--- config.mk ---
export PLATFORM = sky130hd
export DESIGN_NAME = dual_pressure_sensor_sequencer_top
export DESIGN_NICKNAME = d
export VERILOG_FILES = /design/src/rtl/dpss_pkg.sv /design/src/rtl/dual_pressure_sensor_sequencer_top.sv
export SDC_FILE = /design/constraint.sdc
export NUM_CORES = 1
export LEC_CHECK = 0
export ABC_CLOCK_PERIOD_IN_PS = 7800
export BUFFER_PORTS_ARGS = -buffer_cell sky130_fd_sc_hd__buf_2
export CORE_MARGIN = 10
export CORE_UTILIZATION = 45
export CTS_CLUSTER_SIZE = 24
export DETAILED_ROUTE_END_ITERATION = 16
export PLACE_DENSITY = 0.67
export SYNTH_ARGS = -nofsm -noshare
export SYNTH_HDL_FRONTEND = slang
export SYNTH_SLANG_ARGS = --single-unit
--- constraint.sdc ---
create_clock -name clk -period 7.8 [get_ports clk]
set_input_delay 0.78 -clock clk [delete_from_list [all_inputs] [get_ports clk]]
set_output_delay 0.78 -clock clk [all_outputs]
set_load 0.05 [all_outputs]
--- src/rtl/dpss_pkg.sv ---
// ----------------------------------------------------------------------------
// dpss_pkg
// Types and constants of the dual pressure sensor sequencer.
// ----------------------------------------------------------------------------
package dpss_pkg;

	// Sensor register map and command values
	localparam logic [7:0]  REG_CTRL     = 8'hA5;
	localparam logic [10:0] CTRL_MASK    = 11'h7FD;
	localparam logic [7:0]  REG_CMD      = 8'h30;
	localparam logic [10:0] CMD_START    = 11'h00A;
	localparam int unsigned CMD_BUSY_BIT = 3;
	localparam logic [7:0]  REG_DATA     = 8'h06;

	// Range scaling: shift of the 24-bit reading saturates at eight
	localparam logic [3:0]  MAX_SHIFT    = 4'd8;

	// Transfer width codes
	localparam logic [1:0]  WC_8  = 2'd0;
	localparam logic [1:0]  WC_16 = 2'd1;
	localparam logic [1:0]  WC_24 = 2'd2;

	// Configuration register indexes
	localparam logic REG_IDX_RANGE_A = 1'b0;
	localparam logic REG_IDX_RANGE_B = 1'b1;

	// Reset values of the range registers
	localparam logic [3:0] RANGE_A_RST = 4'd2;
	localparam logic [3:0] RANGE_B_RST = 4'd8;

	localparam int unsigned IN_W  = 88;
	localparam int unsigned OUT_W = 200;

	// Measurement sequence steps
	typedef enum logic [2:0] {
		ST_START    = 3'd0,
		ST_CTRL_WB  = 3'd1,
		ST_CMD_WR   = 3'd2,
		ST_POLL_RD  = 3'd3,
		ST_POLL_CHK = 3'd4,
		ST_RESULT   = 3'd5
	} step_t;

	// One loop tick, last field in the lowest bits
	typedef struct packed {
		logic [3:0]  pad;
		logic [31:0] now_us;
		logic [23:0] read_data_b;
		logic [23:0] read_data_a;
		logic        fault_b;
		logic        fault_a;
		logic        busy_b;
		logic        busy_a;
	} tick_t;

	// One result, last field in the lowest bits
	typedef struct packed {
		logic [4:0]  pad;
		logic [31:0] worst_duration_us;
		logic [31:0] failed_count;
		logic [31:0] total_count;
		logic        error_flag;
		logic [31:0] pressure_b;
		logic [31:0] pressure_a;
		logic [10:0] write_data_b;
		logic [10:0] write_data_a;
		logic [1:0]  width_code;
		logic [7:0]  reg_addr;
		logic        issue_write;
		logic        issue;
	} result_t;

	// Sign-extend a 24-bit reading and scale it into Pa in Q11
	function automatic logic [31:0] scale_raw(input logic [23:0] raw, input logic [3:0] code);
		logic [3:0]  sh;
		logic [31:0] ext;
		sh  = (code > MAX_SHIFT) ? MAX_SHIFT : code;
		ext = {{8{raw[23]}}, raw};
		return ext << sh;
	endfunction

endpackage

--- src/rtl/dual_pressure_sensor_sequencer_top.sv ---
// ----------------------------------------------------------------------------
// dual_pressure_sensor_sequencer_top
// Paces two pressure sensors in lockstep, one loop tick per request.
// ----------------------------------------------------------------------------
// One result request leaves for every tick request taken. The block takes a
// tick in every clock cycle unless result backpressure holds it. The tick is
// taken into the input register, and the result register loads from it when
// the result side is free. All sequence and status logic sits between those two
// registers and updates the state as the result is loaded. Backpressure on the
// result side stalls the input side only when both registers are full. Range
// registers sit at byte addresses 0 and 4.
module dual_pressure_sensor_sequencer_top
	import dpss_pkg::*;
(
	input  logic                clk,
	input  logic                arst_n,
	// tick: busy_a, busy_b, fault_a, fault_b, read_data_a, read_data_b, now_us
	input  logic                s_tvalid,
	output logic                s_tready,
	input  logic [IN_W-1:0]     s_tdata,
	// result: issue, issue_write, reg_addr, width_code, write_data_a,
	// write_data_b, pressure_a, pressure_b, error_flag, total_count,
	// failed_count, worst_duration_us
	output logic                m_tvalid,
	input  logic                m_tready,
	output logic [OUT_W-1:0]    m_tdata,
	// configuration
	input  logic                psel,
	input  logic                penable,
	input  logic                pwrite,
	input  logic [2:0]          paddr,
	input  logic [31:0]         pwdata,
	output logic [31:0]         prdata,
	output logic                pready
);

	logic [3:0] range_a_q, range_b_q;

	logic        valid_s1;
	tick_t       tick_s1;
	logic        out_free, adv;

	step_t       step_q, step_d;
	logic        err_q, err_d;
	logic [31:0] started_q, started_d;
	logic [31:0] completed_q, completed_d;
	logic [31:0] stamp_q, stamp_d;
	logic [31:0] worst_q, worst_d;
	logic [31:0] press_a_q, press_a_d;
	logic [31:0] press_b_q, press_b_d;
	logic [31:0] dur;
	logic        busy, fault, poll_busy;

	logic        iss, wr;
	logic [7:0]  addr;
	logic [1:0]  wc;
	logic [10:0] wda, wdb;

	result_t     res_d, res_q;
	logic        out_valid_q;

	// Configuration port
	assign pready = 1'b1;

	always_ff @(posedge clk or negedge arst_n) begin
		if (!arst_n) begin
			range_a_q <= RANGE_A_RST;
			range_b_q <= RANGE_B_RST;
		end else if (psel && penable && pwrite && pready) begin
			unique case (paddr[2])
				REG_IDX_RANGE_A: range_a_q <= pwdata[3:0];
				REG_IDX_RANGE_B: range_b_q <= pwdata[3:0];
			endcase
		end
	end

	always_comb begin
		unique case (paddr[2])
			REG_IDX_RANGE_A: prdata = {28'd0, range_a_q};
			REG_IDX_RANGE_B: prdata = {28'd0, range_b_q};
		endcase
	end

	// Handshake: advance the input register into the result register
	assign out_free = !out_valid_q || m_tready;
	assign adv      = valid_s1 && out_free;
	assign s_tready = !valid_s1 || adv;

	always_ff @(posedge clk or negedge arst_n) begin
		if (!arst_n) begin
			valid_s1 <= 1'b0;
		end else if (s_tready) begin
			valid_s1 <= s_tvalid;
		end
	end

	always_ff @(posedge clk) begin
		if (s_tready && s_tvalid) begin
			tick_s1 <= tick_t'(s_tdata);
		end
	end

	// Decode the tick
	assign busy      = tick_s1.busy_a | tick_s1.busy_b;
	assign fault     = tick_s1.fault_a | tick_s1.fault_b;
	assign poll_busy = tick_s1.read_data_a[CMD_BUSY_BIT] | tick_s1.read_data_b[CMD_BUSY_BIT];
	assign dur       = tick_s1.now_us - stamp_q;

	// Next state and status
	always_comb begin
		step_d      = step_q;
		err_d       = err_q;
		started_d   = started_q;
		completed_d = completed_q;
		stamp_d     = stamp_q;
		worst_d     = worst_q;
		press_a_d   = press_a_q;
		press_b_d   = press_b_q;
		unique case (step_q)
			ST_START: begin
				if (started_q != '1) begin
					started_d = started_q + 32'd1;
				end
				stamp_d = tick_s1.now_us;
				step_d  = ST_CTRL_WB;
			end
			ST_CTRL_WB, ST_CMD_WR, ST_POLL_RD, ST_POLL_CHK, ST_RESULT: begin
				if (!busy) begin
					priority if (fault) begin
						err_d  = 1'b1;
						step_d = ST_START;
					end else if (step_q == ST_CTRL_WB) begin
						step_d = ST_CMD_WR;
					end else if (step_q == ST_CMD_WR) begin
						step_d = ST_POLL_RD;
					end else if (step_q == ST_POLL_RD) begin
						step_d = ST_POLL_CHK;
					end else if (step_q == ST_POLL_CHK) begin
						step_d = poll_busy ? ST_POLL_RD : ST_RESULT;
					end else begin
						press_a_d = scale_raw(tick_s1.read_data_a, range_a_q);
						press_b_d = scale_raw(tick_s1.read_data_b, range_b_q);
						err_d     = 1'b0;
						if (completed_q != '1) begin
							completed_d = completed_q + 32'd1;
						end
						if (dur > worst_q) begin
							worst_d = dur;
						end
						step_d = ST_START;
					end
				end
			end
			default: step_d = ST_START;
		endcase
	end

	// Bus transaction outputs
	always_comb begin
		iss  = 1'b0;
		wr   = 1'b0;
		addr = '0;
		wc   = WC_8;
		wda  = '0;
		wdb  = '0;
		unique case (step_q)
			ST_START: begin
				iss  = 1'b1;
				addr = REG_CTRL;
				wc   = WC_16;
			end
			ST_CTRL_WB: begin
				if (!busy && !fault) begin
					iss  = 1'b1;
					wr   = 1'b1;
					addr = REG_CTRL;
					wc   = WC_16;
					wda  = tick_s1.read_data_a[10:0] & CTRL_MASK;
					wdb  = tick_s1.read_data_b[10:0] & CTRL_MASK;
				end
			end
			ST_CMD_WR: begin
				if (!busy && !fault) begin
					iss  = 1'b1;
					wr   = 1'b1;
					addr = REG_CMD;
					wc   = WC_8;
					wda  = CMD_START;
					wdb  = CMD_START;
				end
			end
			ST_POLL_RD: begin
				if (!busy && !fault) begin
					iss  = 1'b1;
					addr = REG_CMD;
					wc   = WC_8;
				end
			end
			ST_POLL_CHK: begin
				if (!busy && !fault && !poll_busy) begin
					iss  = 1'b1;
					addr = REG_DATA;
					wc   = WC_24;
				end
			end
			default: begin
				iss = 1'b0;
			end
		endcase
	end

	// Assemble the result from the updated state
	always_comb begin
		res_d                   = '0;
		res_d.issue             = iss;
		res_d.issue_write       = wr;
		res_d.reg_addr          = addr;
		res_d.width_code        = wc;
		res_d.write_data_a      = wda;
		res_d.write_data_b      = wdb;
		res_d.pressure_a        = press_a_d;
		res_d.pressure_b        = press_b_d;
		res_d.error_flag        = err_d;
		res_d.total_count       = started_d;
		res_d.failed_count      = started_d - completed_d;
		res_d.worst_duration_us = worst_d;
	end

	// Sequence state
	always_ff @(posedge clk or negedge arst_n) begin
		if (!arst_n) begin
			step_q      <= ST_START;
			err_q       <= 1'b0;
			started_q   <= '0;
			completed_q <= '0;
			stamp_q     <= '0;
			worst_q     <= '0;
			press_a_q   <= '0;
			press_b_q   <= '0;
		end else if (adv) begin
			step_q      <= step_d;
			err_q       <= err_d;
			started_q   <= started_d;
			completed_q <= completed_d;
			stamp_q     <= stamp_d;
			worst_q     <= worst_d;
			press_a_q   <= press_a_d;
			press_b_q   <= press_b_d;
		end
	end

	// Result register
	always_ff @(posedge clk or negedge arst_n) begin
		if (!arst_n) begin
			out_valid_q <= 1'b0;
		end else if (out_free) begin
			out_valid_q <= valid_s1;
		end
	end

	always_ff @(posedge clk) begin
		if (adv) begin
			res_q <= res_d;
		end
	end

	assign m_tvalid = out_valid_q;
	assign m_tdata  = OUT_W'(res_q);

endmodule

==> impl_metrics.env <==
export IMPL_hold_path_class="in -> async"
export IMPL_synth_seq_area_share=0.534
export IMPL_drc_errors=0
export IMPL_ys_flop_type="edfxtp_1"
export IMPL_firstDrtPassIters=5
export IMPL_synth_cells=2275
export IMPL_synth_seq_cells=481
export IMPL_synth_cell_types=79
export IMPL_period_needed_ps=6060
export IMPL_nFillCells=4758
export IMPL_ant_nets=0
export IMPL_syn_area_per_cell_um2=11.0
export IMPL_cts_buffers=52
export IMPL_postCtsHoldBufs=0
export IMPL_avgRoutedWirePerCell_um=18.5
export IMPL_p_per_area_nw_per_um2=302
export IMPL_place_hpwl_mm=44.3
export IMPL_clkPwrFrac=0.303
export IMPL_grt_pass1_wl_mm=97.7
export IMPL_cap_violations=0
export IMPL_clk_insertion_delay_late_ps=600
export IMPL_route_vias_total=17700
export IMPL_grt_overflow=0
export IMPL_crit_path_frequent_cell="o211ai_1"
export IMPL_cts_htree_levels=2
export IMPL_cts_buffer_depth=3
export IMPL_cp_end_kind="register"
export IMPL_switching_share=0.353
export IMPL_ctsResizeCount=0
export IMPL_synthSimpleGateAreaFrac=0.123
export IMPL_outcome="complete, no violations"
export IMPL_nets=2772
export IMPL_cp_start_kind="register"
export IMPL_synth_fa_ha_area_frac=0.0494
export IMPL_rsz0062_at_grt="no"
export IMPL_synth_mux_area_frac=0.101
export IMPL_final_common_cell="buf_2"
export IMPL_rows=86
export IMPL_port_buffers=294
export IMPL_fmax_mhz=165
export IMPL_crit_slowest_cell="nor2_2"
export IMPL_power_mw=8.76
export IMPL_p_leak_nw=12.6
export IMPL_io_pins=365
export IMPL_arrival_ps=6570
export IMPL_clock_sinks=481
export IMPL_dieArea_um2=65600
export IMPL_final_cells=3338
export IMPL_synth_compound_area_frac=0.0877
export IMPL_layout_drive_gt1_share=0.213
export IMPL_start_util=0.455
export IMPL_cts_root_buf="clkbuf_16"
export IMPL_crit_fanout=27
export IMPL_finalHoldViolCount=0
export IMPL_cp_required_ps=8310
export IMPL_dp_cells=3238
export IMPL_setup_violations=0
export IMPL_grt_use_total=0.183
export IMPL_final_cell_mix="buf_2 (293), nand2_1 (288), edfxtp_1 (275)"
export IMPL_synth_xor_area_share=0.0617
export IMPL_finalCritPeriodShare=0.777
export IMPL_grt_max_degree=167
export IMPL_synthArstFlopShare=0.428
export IMPL_yosysWarnings=0
export IMPL_synth_edf_count=275
export IMPL_die_h_um=256
export IMPL_antenna_found_initial=4
export IMPL_synth_area_um2=25100
export IMPL_pwr_share_seq=0.360
export IMPL_worst_clock_skew_ps=18.9
export IMPL_crit_chain="ha_1 > nor2b_1 > o21ai_0 > a21boi_1 > o311a_1 > o22ai_1 > o211ai_1 > a31oi_1 > xor2_1 > inv_1 > ha_1 > nand3_1 > or3_1 > nor3_1 > nand3_1 > o211ai_1 > o211ai_1 > nor2_2 > buf_4 > nand2_1 > o21ai_0"
export IMPL_cts_tree="done"
export IMPL_p_comb_frac=0.337
export IMPL_maxSlewHeadroom=0.231
export IMPL_grt_pass1_vias=17800
export IMPL_p_int_mw=5.67
export IMPL_place_congestion=0.866
export IMPL_syn_to_final_growth_pct=15.5
export IMPL_vdd_ir_drop_max_v=0.000226
export IMPL_tightest_slew_ps=1150
export IMPL_drt_iter0_markers=1036
export IMPL_fin_tns_setup_ps=0
export IMPL_wl_mm=61.9
export IMPL_slowest_delay_ps=910
export IMPL_cts_setup_buffers=0
export IMPL_path_class="reg -> reg"
export IMPL_drv_slew=0
export IMPL_synth_top_family_by_area="simple AND/OR/NAND/NOR gates"
export IMPL_power_switching_mw=3.09
export IMPL_vias_per_cell=5.29
export IMPL_clkTransAtPathRegs_ps=60
export IMPL_die_w_um=256
export IMPL_core_area_um2=55200
==> synth_stat cells, drive strengths merged (3+ instances only) <==
| cell | instances | share of area |
|---|---|---|
| o31ai | 8 | 0.0024 |
| nor2 | 153 | 0.023 |
| o21a | 9 | 0.0027 |
| a211o | 3 | 0.0010 |
| o22ai | 4 | 0.0010 |
| and4 | 4 | 0.0015 |
| nand2 | 289 | 0.043 |
| or2 | 6 | 0.0015 |
| xnor2 | 111 | 0.039 |
| a31oi | 17 | 0.0045 |
| mux2 | 123 | 0.055 |
| o211ai | 8 | 0.0024 |
| nor3 | 38 | 0.0082 |
| nor2b | 17 | 0.0042 |
| a22o | 4 | 0.0014 |
| and3 | 22 | 0.0063 |
| a21boi | 4 | 0.0012 |
| a31o | 3 | 0.0010 |
| nand3 | 51 | 0.010 |
| ha | 96 | 0.048 |
| a21oi | 125 | 0.025 |
| inv | 109 | 0.016 |
| nand2b | 15 | 0.0037 |
| o41ai | 7 | 0.0024 |
| o21ai | 111 | 0.022 |
| a21o | 29 | 0.0087 |
| nand4 | 30 | 0.0082 |
| and2 | 29 | 0.0072 |
| o2111ai | 4 | 0.0014 |
| edfxtp | 275 | 0.33 |
| o21bai | 9 | 0.0027 |
| mux2i | 114 | 0.045 |
| or3 | 10 | 0.0025 |
| dfrtp | 204 | 0.20 |
| xor2 | 66 | 0.023 |
| buf | 68 | 0.017 |
| clkbuf | 64 | 0.0096 |
==> cell type report <==
type	count	area (um2)	share of cell area
flip-flops and latches	481	13400	0.462
multi-input cells	1587	10800	0.371
repair buffers	313	1640	0.0564
clock buffers	65	1400	0.0483
well taps	748	936	0.0323
clock inverters	33	438	0.0151
inverters	109	417	0.0144
diodes	2	5.00	0.000173
==> sequential cells by signal (all words and copies together), names as in the netlist, 3 cells and up <==
name / flops
m_tdata: 191
tick_s1: 84
completed_q: 32
press_a_q: 32
press_b_q: 32
stamp_q: 32
started_q: 32
worst_q: 32
range_a_q: 4
range_b_q: 4
step_q: 3
==> worst paths after layout <==
| kind | from | endpoint | slack, ps | cells past startpoint |
|---|---|---|---|---|
| hold reg to reg | press_b_q[2]$_DFFE_PN0P_ | press_b_q[2]$_DFFE_PN0P_ | 470 | 2 |
| max in group asynchronous | arst_n | completed_q[15]$_DFFE_PN0P_ | 6110 | 2 |
| setup / recovery | tick_s1[53]$_DFFE_PP_ | worst_q[6]$_DFFE_PN0P_ | 1740 | 21 |
| hold / removal | arst_n | press_b_q[14]$_DFFE_PN0P_ | 250 | 1 |
| min in group clk | s_tdata[40] | tick_s1[40]$_DFFE_PP_ | 350 | 1 |
| setup reg to reg | tick_s1[53]$_DFFE_PP_ | worst_q[6]$_DFFE_PN0P_ | 1740 | 21 |
==> per-stage QoR <==
stage | setup WS (ps) | util | hold slack [ps] | cell area (um2)
2_1_floorplan | 63.7 | - | 446 | 25200
3_3_place_gp | 1890 | 0.492 | 456 | 27200
3_5_place_dp | 1740 | 0.492 | 462 | 27200
4_1_cts | 1690 | 0.525 | 251 | 29000
5_1_grt | 1070 | 0.525 | 280 | 29000
6_report | 1740 | 0.526 | 245 | 29000
==> per-layer routing <==
metal	vias up	GRT usage	wire, um
li1	8508	-	-
met1	8598	0.230	26500
met2	455	0.315	30400
met3	92	0.0354	3550
met4	4	0.0562	1470
met5	-	0	21
==> cells by family after synthesis <==
kind of cell / Yosys count
XOR/XNOR: 177
AND/OR/NAND/NOR: 673
other: 2
multiplexers: 237
buffers and inverters: 241
adder cells (fa/ha/maj): 98
AO/OA/AOI/OAI: 366
flip-flops: 481
==> critical path, delay by kind of cell (launching register included) <==
kind / cells / cell delay (ps)
AND/OR/NAND/NOR: 7 / 2110
flip-flops: 1 / 440
AO/OA/AOI/OAI: 9 / 2110
adder cells (fa/ha/maj): 2 / 590
XOR/XNOR: 1 / 270
buffers and inverters: 2 / 430
==> power by group through the flow <==
stage	Combinational [mW]	Clock, mW	Sequential [mW]
final	2.96	2.65	3.15
after global routing	3.28	2.83	3.19
after CTS	2.97	2.73	3.16
after detailed placement	2.94	0	3.20
after global placement	2.88	0	3.19
after floorplan	1.97	0	3.50
Note: power is estimated with default switching activity, not from simulation.
